$ cat config.mk
export PLATFORM = sky130hd
export DESIGN_NAME = color_keyed_flip_clip_blit
export DESIGN_NICKNAME = d
export VERILOG_FILES = /design/src/ckfb_pkg.sv /design/src/ckfb_regs.sv /design/src/color_keyed_flip_clip_blit.sv
export SDC_FILE = /design/constraint.sdc
export NUM_CORES = 1
export LEC_CHECK = 0
export ABC_AREA = 1
export BUFFER_PORTS_ARGS = -buffer_cell sky130_fd_sc_hd__buf_2
export CORE_UTILIZATION = 45
export CTS_CLUSTER_SIZE = 40
export DETAILED_ROUTE_END_ITERATION = 12
export HOLD_SLACK_MARGIN = 0.1
export RECOVER_POWER = 50
export SLEW_MARGIN = 30
export SYNTH_ARGS = -nofsm -noshare
export SYNTH_HDL_FRONTEND = slang
export SYNTH_HIERARCHICAL = 1
export SYNTH_SLANG_ARGS = --single-unit
$ cat constraint.sdc
create_clock -name clk -period 7.8 [get_ports clk]
set_input_delay 0.78 -clock clk [delete_from_list [all_inputs] [get_ports clk]]
set_output_delay 0.78 -clock clk [all_outputs]
set_load 0.005 [all_outputs]
$ cat src/ckfb_pkg.sv
`default_nettype none

package ckfb_pkg;

  // Field widths
  localparam int CfgW     = 11;
  localparam int PixW     = 8;
  localparam int AddrW    = 20;
  localparam int CountW   = 21;
  localparam int OutcomeW = 2;

  // APB port widths
  localparam int PaddrW = 5;
  localparam int PdataW = 32;

  // Register map, index = paddr[4:2]
  typedef enum logic [2:0] {
    REG_ORIGIN_X      = 3'd0,
    REG_ORIGIN_Y      = 3'd1,
    REG_WINDOW_WIDTH  = 3'd2,
    REG_WINDOW_HEIGHT = 3'd3,
    REG_KEY_COLOR     = 3'd4,
    REG_MIRROR        = 3'd5,
    REG_DEST_WIDTH    = 3'd6,
    REG_DEST_HEIGHT   = 3'd7
  } reg_idx_t;

  typedef enum logic [OutcomeW-1:0] {
    OUTCOME_COPIED      = 2'd0,
    OUTCOME_TRANSPARENT = 2'd1,
    OUTCOME_CLIPPED     = 2'd2
  } outcome_t;

  typedef struct packed {
    logic signed [CfgW-1:0] origin_x;
    logic signed [CfgW-1:0] origin_y;
    logic [CfgW-1:0]        window_width;
    logic [CfgW-1:0]        window_height;
    logic [PixW-1:0]        key_color;
    logic                   mirror;
    logic [CfgW-1:0]        dest_width;
    logic [CfgW-1:0]        dest_height;
  } cfg_t;

  // Register reset values
  localparam logic signed [CfgW-1:0] RstOriginX  = 11'sd0;
  localparam logic signed [CfgW-1:0] RstOriginY  = 11'sd9;
  localparam logic [CfgW-1:0]        RstWinW     = 11'd64;
  localparam logic [CfgW-1:0]        RstWinH     = 11'd111;
  localparam logic [PixW-1:0]        RstKey      = 8'd10;
  localparam logic                   RstMirror   = 1'b0;
  localparam logic [CfgW-1:0]        RstDestW    = 11'd224;
  localparam logic [CfgW-1:0]        RstDestH    = 11'd136;

endpackage

`default_nettype wire

$ cat src/ckfb_regs.sv
`default_nettype none

module ckfb_regs (
  input  wire logic                       clk,
  input  wire logic                       rst,
  input  wire logic                       psel,
  input  wire logic                       penable,
  input  wire logic                       pwrite,
  input  wire logic [ckfb_pkg::PaddrW-1:0] paddr,
  input  wire logic [ckfb_pkg::PdataW-1:0] pwdata,
  output logic [ckfb_pkg::PdataW-1:0]      prdata,
  output logic                            pready,
  output ckfb_pkg::cfg_t                  cfg
);
  import ckfb_pkg::*;

  reg_idx_t idx;
  logic     wr;

  assign idx    = reg_idx_t'(paddr[PaddrW-1:2]);
  assign wr     = psel && penable && pwrite;
  assign pready = 1'b1;

  // Write registers on the access phase
  always_ff @(posedge clk) begin
    if (rst) begin
      cfg.origin_x      <= RstOriginX;
      cfg.origin_y      <= RstOriginY;
      cfg.window_width  <= RstWinW;
      cfg.window_height <= RstWinH;
      cfg.key_color     <= RstKey;
      cfg.mirror        <= RstMirror;
      cfg.dest_width    <= RstDestW;
      cfg.dest_height   <= RstDestH;
    end else if (wr) begin
      case (idx)
        REG_ORIGIN_X:      cfg.origin_x      <= $signed(pwdata[CfgW-1:0]);
        REG_ORIGIN_Y:      cfg.origin_y      <= $signed(pwdata[CfgW-1:0]);
        REG_WINDOW_WIDTH:  cfg.window_width  <= pwdata[CfgW-1:0];
        REG_WINDOW_HEIGHT: cfg.window_height <= pwdata[CfgW-1:0];
        REG_KEY_COLOR:     cfg.key_color     <= pwdata[PixW-1:0];
        REG_MIRROR:        cfg.mirror        <= pwdata[0];
        REG_DEST_WIDTH:    cfg.dest_width    <= pwdata[CfgW-1:0];
        REG_DEST_HEIGHT:   cfg.dest_height   <= pwdata[CfgW-1:0];
        default: ;
      endcase
    end
  end

  // Read mux
  always_comb begin
    case (idx)
      REG_ORIGIN_X:      prdata = PdataW'($unsigned(cfg.origin_x));
      REG_ORIGIN_Y:      prdata = PdataW'($unsigned(cfg.origin_y));
      REG_WINDOW_WIDTH:  prdata = PdataW'(cfg.window_width);
      REG_WINDOW_HEIGHT: prdata = PdataW'(cfg.window_height);
      REG_KEY_COLOR:     prdata = PdataW'(cfg.key_color);
      REG_MIRROR:        prdata = PdataW'(cfg.mirror);
      REG_DEST_WIDTH:    prdata = PdataW'(cfg.dest_width);
      REG_DEST_HEIGHT:   prdata = PdataW'(cfg.dest_height);
      default:           prdata = '0;
    endcase
  end

endmodule

`default_nettype wire

$ cat src/color_keyed_flip_clip_blit.sv
// Color-keyed sprite blit address engine with horizontal flip and clipping.
// Input channel (in_valid/in_ready): one source window pixel per beat in
// raster order; first_pixel set on a beat restarts position and counts.
// Output channel (out_valid/out_ready): one result beat per input beat with
// write strobe, address and data, the outcome (copied, transparent or
// clipped), the three running counts and a flag on the window's last pixel.
// The input register loads on the edge that takes the beat, and the result
// register loads when that beat advances out of it, which a receiver stall
// can hold back. Throughput: one pixel per cycle while the receiver does not
// stall. When the receiver stalls, the result register holds and the input
// register still takes one more beat; in_ready drops only when both are full.
// Configuration comes through an APB port, registers at 4*index; the user must
// see that they are written only while idle, which the block does not enforce.
// Synchronous reset clears both stages, position and counts and loads the
// register defaults.
`default_nettype none

module color_keyed_flip_clip_blit #(
  parameter int MAX_DIMENSION = 1024
) (
  input  wire logic                          clk,
  input  wire logic                          rst,
  // APB
  input  wire logic                          psel,
  input  wire logic                          penable,
  input  wire logic                          pwrite,
  input  wire logic [ckfb_pkg::PaddrW-1:0]   paddr,
  input  wire logic [ckfb_pkg::PdataW-1:0]   pwdata,
  output logic [ckfb_pkg::PdataW-1:0]        prdata,
  output logic                               pready,
  // pixel in
  input  wire logic                          in_valid,
  output logic                               in_ready,
  input  wire logic [ckfb_pkg::PixW-1:0]     pixel_value,
  input  wire logic                          first_pixel,
  // result out
  output logic                               out_valid,
  input  wire logic                          out_ready,
  output logic                               write_enable,
  output logic [ckfb_pkg::AddrW-1:0]         write_address,
  output logic [ckfb_pkg::PixW-1:0]          write_data,
  output logic [ckfb_pkg::OutcomeW-1:0]      outcome,
  output logic [ckfb_pkg::CountW-1:0]        copied_total,
  output logic [ckfb_pkg::CountW-1:0]        transparent_total,
  output logic [ckfb_pkg::CountW-1:0]        clipped_total,
  output logic                               window_done
);
  import ckfb_pkg::*;

  localparam int PW = $clog2(MAX_DIMENSION);            // position width
  localparam int CW = PW + 1;                           // clamped size width
  localparam int DW = (CW > CfgW) ? CW : CfgW;          // size compare width
  localparam int SW = CW + 1;                           // mirrored column
  localparam int XW = ((SW > CfgW) ? SW : CfgW) + 1;    // destination coords

  cfg_t cfg;

  ckfb_regs u_regs (
    .clk     (clk),
    .rst     (rst),
    .psel    (psel),
    .penable (penable),
    .pwrite  (pwrite),
    .paddr   (paddr),
    .pwdata  (pwdata),
    .prdata  (prdata),
    .pready  (pready),
    .cfg     (cfg)
  );

  // Input register
  logic            s1_valid;
  logic [PixW-1:0] s1_pixel;
  logic            s1_first;
  logic            s1_adv;

  assign s1_adv   = s1_valid && (!out_valid || out_ready);
  assign in_ready = !s1_valid || s1_adv;

  always_ff @(posedge clk) begin
    if (rst) begin
      s1_valid <= 1'b0;
    end else if (in_ready) begin
      s1_valid <= in_valid;
    end
  end

  always_ff @(posedge clk) begin
    if (in_valid && in_ready) begin
      s1_pixel <= pixel_value;
      s1_first <= first_pixel;
    end
  end

  // Blit state
  logic [PW-1:0]     column_position;
  logic [PW-1:0]     row_position;
  logic [CountW-1:0] copied_count;
  logic [CountW-1:0] transparent_count;
  logic [CountW-1:0] clipped_count;

  // Clamp window size to 1..MAX_DIMENSION
  function automatic logic [CW-1:0] clamp_dim(input logic [CfgW-1:0] v);
    logic [DW-1:0] ve;
    ve = DW'(v);
    if (ve == '0)
      clamp_dim = CW'(1);
    else if (ve > DW'(MAX_DIMENSION))
      clamp_dim = CW'(MAX_DIMENSION);
    else
      clamp_dim = CW'(ve);
  endfunction

  function automatic logic [CountW-1:0] bump(input logic [CountW-1:0] c);
    bump = (&c) ? c : c + CountW'(1);
  endfunction

  logic [CW-1:0]        ew, eh;
  logic [PW-1:0]        col_eff, row_eff;
  logic signed [SW-1:0] mcol;
  logic signed [XW-1:0] dx, dy;
  logic                 clip, key_hit;
  logic [2*CfgW-1:0]    addr_full;
  logic                 last_col, last_row;
  logic [PW-1:0]        column_position_next, row_position_next;
  logic [CountW-1:0]    copied_count_next, transparent_count_next, clipped_count_next;
  outcome_t             outcome_next;

  always_comb begin
    ew = clamp_dim(cfg.window_width);
    eh = clamp_dim(cfg.window_height);

    // A first pixel starts from the top left
    col_eff = s1_first ? '0 : column_position;
    row_eff = s1_first ? '0 : row_position;

    // Destination coordinates, flipped when mirroring
    if (cfg.mirror)
      mcol = $signed({1'b0, ew}) - $signed(SW'(1)) - $signed({2'b00, col_eff});
    else
      mcol = $signed({2'b00, col_eff});
    dx = XW'(cfg.origin_x) + XW'(mcol);
    dy = XW'(cfg.origin_y) + $signed(XW'({1'b0, row_eff}));

    clip = dx[XW-1] || dy[XW-1]
        || ($unsigned(dx) >= XW'(cfg.dest_width))
        || ($unsigned(dy) >= XW'(cfg.dest_height));
    key_hit = (s1_pixel == cfg.key_color);

    addr_full = dy[CfgW-1:0] * cfg.dest_width + (2*CfgW)'(dx[CfgW-1:0]);

    // Counts restart on a first pixel, then bump the one that applies
    copied_count_next      = s1_first ? '0 : copied_count;
    transparent_count_next = s1_first ? '0 : transparent_count;
    clipped_count_next     = s1_first ? '0 : clipped_count;
    if (clip) begin
      outcome_next       = OUTCOME_CLIPPED;
      clipped_count_next = bump(clipped_count_next);
    end else if (key_hit) begin
      outcome_next           = OUTCOME_TRANSPARENT;
      transparent_count_next = bump(transparent_count_next);
    end else begin
      outcome_next      = OUTCOME_COPIED;
      copied_count_next = bump(copied_count_next);
    end

    // Advance raster position, wrap after the last pixel
    last_col = (CW'(col_eff) + CW'(1)) >= ew;
    last_row = (CW'(row_eff) + CW'(1)) >= eh;
    if (last_col) begin
      column_position_next = '0;
      row_position_next    = last_row ? '0 : row_eff + PW'(1);
    end else begin
      column_position_next = col_eff + PW'(1);
      row_position_next    = row_eff;
    end
  end

  // Update state as each beat moves to the result register
  always_ff @(posedge clk) begin
    if (rst) begin
      column_position   <= '0;
      row_position      <= '0;
      copied_count      <= '0;
      transparent_count <= '0;
      clipped_count     <= '0;
    end else if (s1_adv) begin
      column_position   <= column_position_next;
      row_position      <= row_position_next;
      copied_count      <= copied_count_next;
      transparent_count <= transparent_count_next;
      clipped_count     <= clipped_count_next;
    end
  end

  // Result register
  always_ff @(posedge clk) begin
    if (rst) begin
      out_valid <= 1'b0;
    end else if (s1_adv) begin
      out_valid <= 1'b1;
    end else if (out_ready) begin
      out_valid <= 1'b0;
    end
  end

  always_ff @(posedge clk) begin
    if (s1_adv) begin
      write_enable      <= (outcome_next == OUTCOME_COPIED);
      write_address     <= (outcome_next == OUTCOME_COPIED) ? addr_full[AddrW-1:0] : '0;
      write_data        <= (outcome_next == OUTCOME_COPIED) ? s1_pixel : '0;
      outcome           <= outcome_next;
      copied_total      <= copied_count_next;
      transparent_total <= transparent_count_next;
      clipped_total     <= clipped_count_next;
      window_done       <= last_col && last_row;
    end
  end

  // Checks
  a_we_copied: assert property (@(posedge clk) disable iff (rst)
    out_valid && write_enable |-> outcome == OUTCOME_COPIED)
    else $error("write strobe without copied outcome");

  a_skip_zero: assert property (@(posedge clk) disable iff (rst)
    out_valid && !write_enable |-> write_address == '0 && write_data == '0)
    else $error("address or data set on a pixel not written");

  a_first_counts: assert property (@(posedge clk) disable iff (rst)
    s1_adv && s1_first |=>
      ((CountW+2)'(copied_total) + (CountW+2)'(transparent_total)
       + (CountW+2)'(clipped_total)) == (CountW+2)'(1))
    else $error("counts not restarted on first pixel");

  a_done_wraps: assert property (@(posedge clk) disable iff (rst)
    s1_adv && last_col && last_row |=> column_position == '0 && row_position == '0)
    else $error("position not wrapped after last pixel");

  a_result_lands: assert property (@(posedge clk) disable iff (rst)
    s1_adv |=> out_valid)
    else $error("advanced beat missing from result register");

endmodule

`default_nettype wire

==> results of run 1 <==
-- sequential cells by signal, indices dropped and copies added, names as in the netlist, 2 cells and up --
name	count
u_regs/cfg	75
copied_total	21
column_position	10
clipped_count	21
transparent_total	21
row_position	10
clipped_total	21
transparent_count	21
write_address	20
outcome	2
s1_pixel	8
write_data	8
copied_count	21
-- final cells by class --
type	instances	area share [%]
multi-input combinational	2329	54.1
sequential	264	26.0
inverter	510	7.93
clock buffer	46	4.11
timing repair buffer	169	3.54
tap	615	3.17
clock inverter	16	1.10
-- logic make-up (layout without fill, tap and decap cells) --
family	Yosys count	count (layout)
AO/OA/AOI/OAI	297	297
XOR/XNOR	37	37
adder cells (fa/ha/maj)	225	225
buffers and inverters	650	741
flip-flops	264	264
other	2	22
AND/OR/NAND/NOR	1748	1748
-- worst max-delay path, delay by kind of cell, from the launching register on --
kind	cells	cell delay, ns
adder cells (fa/ha/maj)	7	3.04
flip-flops	1	0.35
AO/OA/AOI/OAI	9	1.50
buffers and inverters	3	0.18
AND/OR/NAND/NOR	13	1.81
XOR/XNOR	2	0.32
-- routing by layer --
metal | up-vias | GRT usage, %
li1 | 10400 | -
met1 | 9683 | 38.0
met2 | 694 | 39.4
met3 | 84 | 3.57
met4 | 0 | 7.83
met5 | - | 0
-- final timing paths --
check                     start                  to  slack, ns
max reg2reg      u_regs/cfg[48]   write_address[13]       0.43
min                 first_pixel            s1_first       0.42
min reg2reg  column_position[8]  column_position[8]       0.47
max              u_regs/cfg[48]   write_address[13]       0.43
-- layout by cell type, fill, tap and decap left out, drive strengths merged, types with 2 or more instances in the layout --
master	n
a21o	5
nor3	38
a31oi	3
or2	14
xor2	24
o21ai	125
edfxtp	104
a21oi	144
ha	132
nand3	344
o21a	2
nor4	4
o31ai	2
nand3b	8
nand2	847
inv	503
a21boi	2
and2	3
clkinv	13
o22ai	3
conb	22
clkbuf	91
dfxtp	160
xnor2	13
clkinvlp	3
nor2	432
nand4	55
o2111ai	2
o211ai	4
bufinv	7
o21bai	3
fa	93
buf	124
nor3b	2
-- what timing repair did --
| action | 4_1_cts | 5_1_grt |
|---|---|---|
| buffers inserted | 0 | 3 |
| gates resized for setup | 0 | 34 |
| endpoints found under the setup margin | 0 | 12 |
| hold buffers | 0 | 0 |
-- where the power goes --
part / switching (uW) / internal (uW) / leakage [uW]
Clock: 648 / 1130 / 0.000620
Sequential: 40.7 / 1510 / 0.00232
Combinational: 413 / 193 / 0.00915
Total: 1100 / 2840 / 0.0121
-- metrics by stage --
step | std cells | hold slack, ns
2_1_floorplan | 3243 | 0.445
3_3_place_gp | 3884 | 0.455
3_5_place_dp | 3884 | 0.458
4_1_cts | 3946 | 0.388
5_1_grt | 3949 | 0.401
6_report | 3949 | 0.415
==> run summary, run 1 <==
post-synthesis mux area share - 0%
die footprint - 0.0498 mm^2
drt first pass iters - 6
Final Hold Viols - 0
critical path arrival - 7.75 ns
Clock Tree Root - clkbuf_16
io pins - 183
hpwl dp - 47500 um
final period utilization - 94.5%
simple-gate area share of the yosys netlist - 34.2%
share of Yosys cell area claimed by the top area cell type - 14.6%
area grow syn2layout - 10.4%
Die Wd - 223 um
# fillers - 4789
Compound-Gate Fraction of Synth Area - 7.15%
CP Launch Type - flop
pre-CTS WS - 0.140 ns
DR vias - 20800
placed inst area - 0.0230 mm^2
Rel. slew slack - -158%
metal2 WL - 27800 um
#FFs+latches synth - 264
main combinational cell family by area after synthesis - simple AND/OR/NAND/NOR gates
Design Power - 3940 uW
Total Neg Setup Slack - 0 ns
Seq/Total Area, Yosys - 28.7%
H-tree depth - 2
setup slack after layout - 0.429 ns
Hold Path Stages - 1
number of synthesized flops with an enable pin - 104
cell row count - 80
Clock Sinks - 264
Inserted Clock Buffers - 34
Clock Path Buffers - 3
CTS tree - built
Register Area - 0.00633 mm^2
mapped cell area - 0.0220 mm^2
Port Buffers - 137
CP max-delay cell - fa_1
fin area - 0.0243 mm^2
die span in y - 223 um
Yosys warning total - 6
CP endpoint kind - flop
Max-Cap Viols - 5
top sig layer - met4
xor and xnor fraction of the mapped netlist area - 1.47%
aggregate global routing overflow - 0
Synth cell types - 57
pin count of the biggest net entering global routing - 101
gpl congestion - 0.938
Final Net Count - 3586
gr usage total - 25.9%
Core Region - 0.0479 mm^2
Setup Skew - 0.0181 ns
Slew @ Worst Pin - 3.85 ns
Adder-Cell Fraction of Synth Area - 16.0%
cell taking the most area after synthesis - dfxtp_1
register clock-pin slew on the reported worst setup and hold paths - 0.06 ns
Final Critical Period - 7.37 ns
synthesized area per cell - 6.83 um^2
VDD IR max - 154 uV
FFs w/ async S/R, synth - 0%
worst-path fanout max - 7
DRT antenna net count - 0
Initial Util - 45.9%
Avg Vias per Cell - 5.27
maximum clock frequency - 136 MHz
first-pass GRT wire length - 103000 um
Post-Syn Instances - 3223
share of cells above drive strength 1 - 8.52%
CP max stage delay - 0.58 ns
most common cell in the synthesized netlist - nand2_1
later-pin clock latency in the skew report - 0.54 ns
WL met3 - 4610 um
Synth area leaders - dfxtp_1, nand2_1, edfxtp_1, fa_1, inv_1
data required time of the critical path - 8.18 ns
R2R depth - 34
Commonest cells post-synth - nand2_1, inv_1, nor2_1
area of the multi-input gates - 0.0131 mm^2
leakage - 0.0121 uW
Top FF cell, synth - dfxtp_1
Hold Path Class - input port to flop
n_diodes - 0
max-slew violation count - 384
DRC violation count after routing - 0
PD cells - 162 mW/mm^2
per-cell routed wire length - 16.5 um
Final setup viols - 0
Post-Route WL - 65100 um
Final Util - 50.7%
failing checks - max-capacitance violations, max-slew violations
critical setup path kind - flop to flop
initial antenna violation count - 0
outcome - complete, but fails checks
DRT met1 WL - 30900 um
CP most frequent cell - nand2_1
Starting DRT DRC Count - 1757
vias in the first global route - 19100
Power figures use the tool's default switching activity.
==> run 2: changes to the inputs <==
- CELL_PAD_IN_SITES_DETAIL_PLACEMENT: unset -> 1
- CELL_PAD_IN_SITES_GLOBAL_PLACEMENT: unset -> 2
- CORE_UTILIZATION: 45 -> 35
- PLACE_DENSITY_LB_ADDON: unset -> 0.1
==> run summary, run 2 (synthesized netlist as in run 1, its figures left out) <==
gr usage total - 24.3% (was 25.9%)
later-pin clock latency in the skew report - 0.56 ns (was 0.54 ns)
CP max stage delay - 0.54 ns (was 0.58 ns)
Final Util - 39.5% (was 50.7%)
Final Non-Filler Cells - 4185 (was 3949)
Core Region - 0.0619 mm^2 (was 0.0479 mm^2)
origin of the critical flop-to-flop path - u_regs/cfg[51] (was u_regs/cfg[48])
Final Critical Period - 7.37 ns (about the same)
PD cells - 156 mW/mm^2 (was 162 mW/mm^2)
per-cell routed wire length - 18.6 um (was 16.5 um)
Setup Skew - 0.0354 ns (was 0.0181 ns)
Hold Path Stages - 1 (unchanged)
Max-Cap Viols - 4 (was 5)
worst-path fanout max - 5 (was 7)
maximum clock frequency - 136 MHz (about the same)
failing checks - max-capacitance violations, max-slew violations (unchanged)
Design Power - 3820 uW (was 3940 uW)
share of cells above drive strength 1 - 7.89% (was 8.52%)
most common cell after layout, fill and taps aside - nand2_1 (unchanged)
Initial Util - 35.5% (was 45.9%)
vias in the first global route - 21800 (was 19100)
Hold Path Class - input port to flop (unchanged)
Total Neg Setup Slack - 0 ns (unchanged)
leakage - 0.0120 uW (was 0.0121 uW)
DRT antenna net count - 0 (unchanged)
cell row count - 91 (was 80)
drt first pass iters - 5 (was 6)
Avg Vias per Cell - 5.05 (was 5.27)
die span in y - 253 um (was 223 um)
DRC violation count after routing - 0 (unchanged)
area grow syn2layout - 11.1% (was 10.4%)
critical path arrival - 7.64 ns (was 7.75 ns)
CP Launch Type - flop (unchanged)
Clock Path Buffers - 3 (unchanged)
worst reg2reg endpoint - write_address[16] (was write_address[13])
hpwl dp - 58000 um (was 47500 um)
Slew @ Worst Pin - 4.18 ns (was 3.85 ns)
RSZ-0062 raised after global routing - true
R2R depth - 38 (was 34)
CP most frequent cell - nand2_1 (unchanged)
CP max-delay cell - fa_1 (unchanged)
Clock Tree Root - clkbuf_16 (unchanged)
die footprint - 0.0639 mm^2 (was 0.0498 mm^2)
FF-to-FF setup slack - 0.43 ns (about the same)
outcome - complete, but fails checks (unchanged)
VDD IR max - 159 uV (was 154 uV)
Final setup viols - 0 (unchanged)
Clock Sinks - 264 (unchanged)
placed cells - 4111 (was 3884)
Post-Route WL - 77800 um (was 65100 um)
initial antenna violation count - 2 (was 0)
DR vias - 21100 (was 20800)
end point of the critical path - write_address[16] (was write_address[13])
pre-CTS WS - 0.00471 ns (was 0.140 ns)
Starting DRT DRC Count - 1093 (was 1757)
Top reg by flops - u_regs/cfg (unchanged)
Inserted Clock Buffers - 36 (was 34)
io pins - 183 (unchanged)
Port Buffers - 137 (unchanged)
first-pass GRT wire length - 121000 um (was 103000 um)
H-tree depth - 2 (unchanged)
most frequent cells in the layout - nand2_1, inv_1, nor2_1 (unchanged)
Largest register FFs - 75 (unchanged)
Rel. slew slack - -180% (was -158%)
max-slew violation count - 285 (was 384)
gpl congestion - 0.866 (was 0.938)
register clock-pin slew on the reported worst setup and hold paths - 0.05 ns (was 0.06 ns)
Final Hold Viols - 0 (unchanged)
aggregate global routing overflow - 0 (unchanged)
setup slack after layout - 0.427 ns (was 0.429 ns)
Final Net Count - 3598 (was 3586)
CTS tree - built (unchanged)
CP endpoint kind - flop (unchanged)
critical setup path kind - flop to flop (unchanged)
data required time of the critical path - 8.07 ns (was 8.18 ns)
final period utilization - 94.5% (about the same)
Die Wd - 253 um (was 223 um)
Worst Setup SP - u_regs/cfg[51] (was u_regs/cfg[48])
pin count of the biggest net entering global routing - 104 (was 101)
[run 2: how the worst min path moves through the flow]
stage | to | startpoint | slack [ns]
final | s1_pixel[5] | pixel_value[5] | 0.40
after global routing | s1_pixel[5] | pixel_value[5] | 0.38
after CTS | s1_pixel[5] | pixel_value[5] | 0.37
after detailed placement | row_position[0] | row_position[0] | 0.46
after global placement | row_position[0] | row_position[0] | 0.46
after floorplan | column_position[1] | column_position[1] | 0.45
[run 2: cell type report]
cell class / count / area, um^2
well taps: 837 / 1050
diodes: 1 / 2.50
flip-flops and latches: 264 / 6330
inverters: 510 / 1930
repair buffers: 179 / 920
multi-input cells: 2329 / 13100
clock buffers: 53 / 1050
fillers: 8030 / 37500
clock inverters: 12 / 97.6
[run 2: repair_timing]
| action | CTS | global route |
|---|---|---|
| pin swaps | 0 | 11 |
| resized for setup | 1 | 43 |
| setup endpoints to repair | 1 | 11 |
| setup buffers | 0 | 8 |
| hold buffers | 0 | 0 |
[run 2: per-layer routing]
metal	wire length [um]	up-vias	GRT usage, %
met5	13	-	0
met4	1880	2	6.82
met3	2960	95	3.20
met2	34900	354	39.3
met1	38000	10300	33.6
li1	-	10400	-
[run 2: where the power goes]
part	internal, uW	total (uW)	switching, uW	leakage, uW
clock	965	1620	659	0.000566
combinational	198	638	440	0.00912
sequential	1510	1560	42.3	0.00232
[run 2: worst max-delay path, delay by kind of cell, from the launching register on]
kind                       cells  cell delay [ns]
AOI/OAI and AO/OA              4             0.38
xor gates and xnor gates       1             0.23
adders and majority gates      8             3.31
buffers and inverters          8             0.75
DFF                            1             0.35
and+or+nand+nor               17             2.05
[run 2: through the flow]
step / hold WS, ns / instance area (um^2)
after floorplan: 0.445 / 22100
after global placement: 0.456 / 23300
after detailed placement: 0.459 / 23300
after CTS: 0.367 / 24400
after global routing: 0.376 / 24400
final: 0.398 / 24400
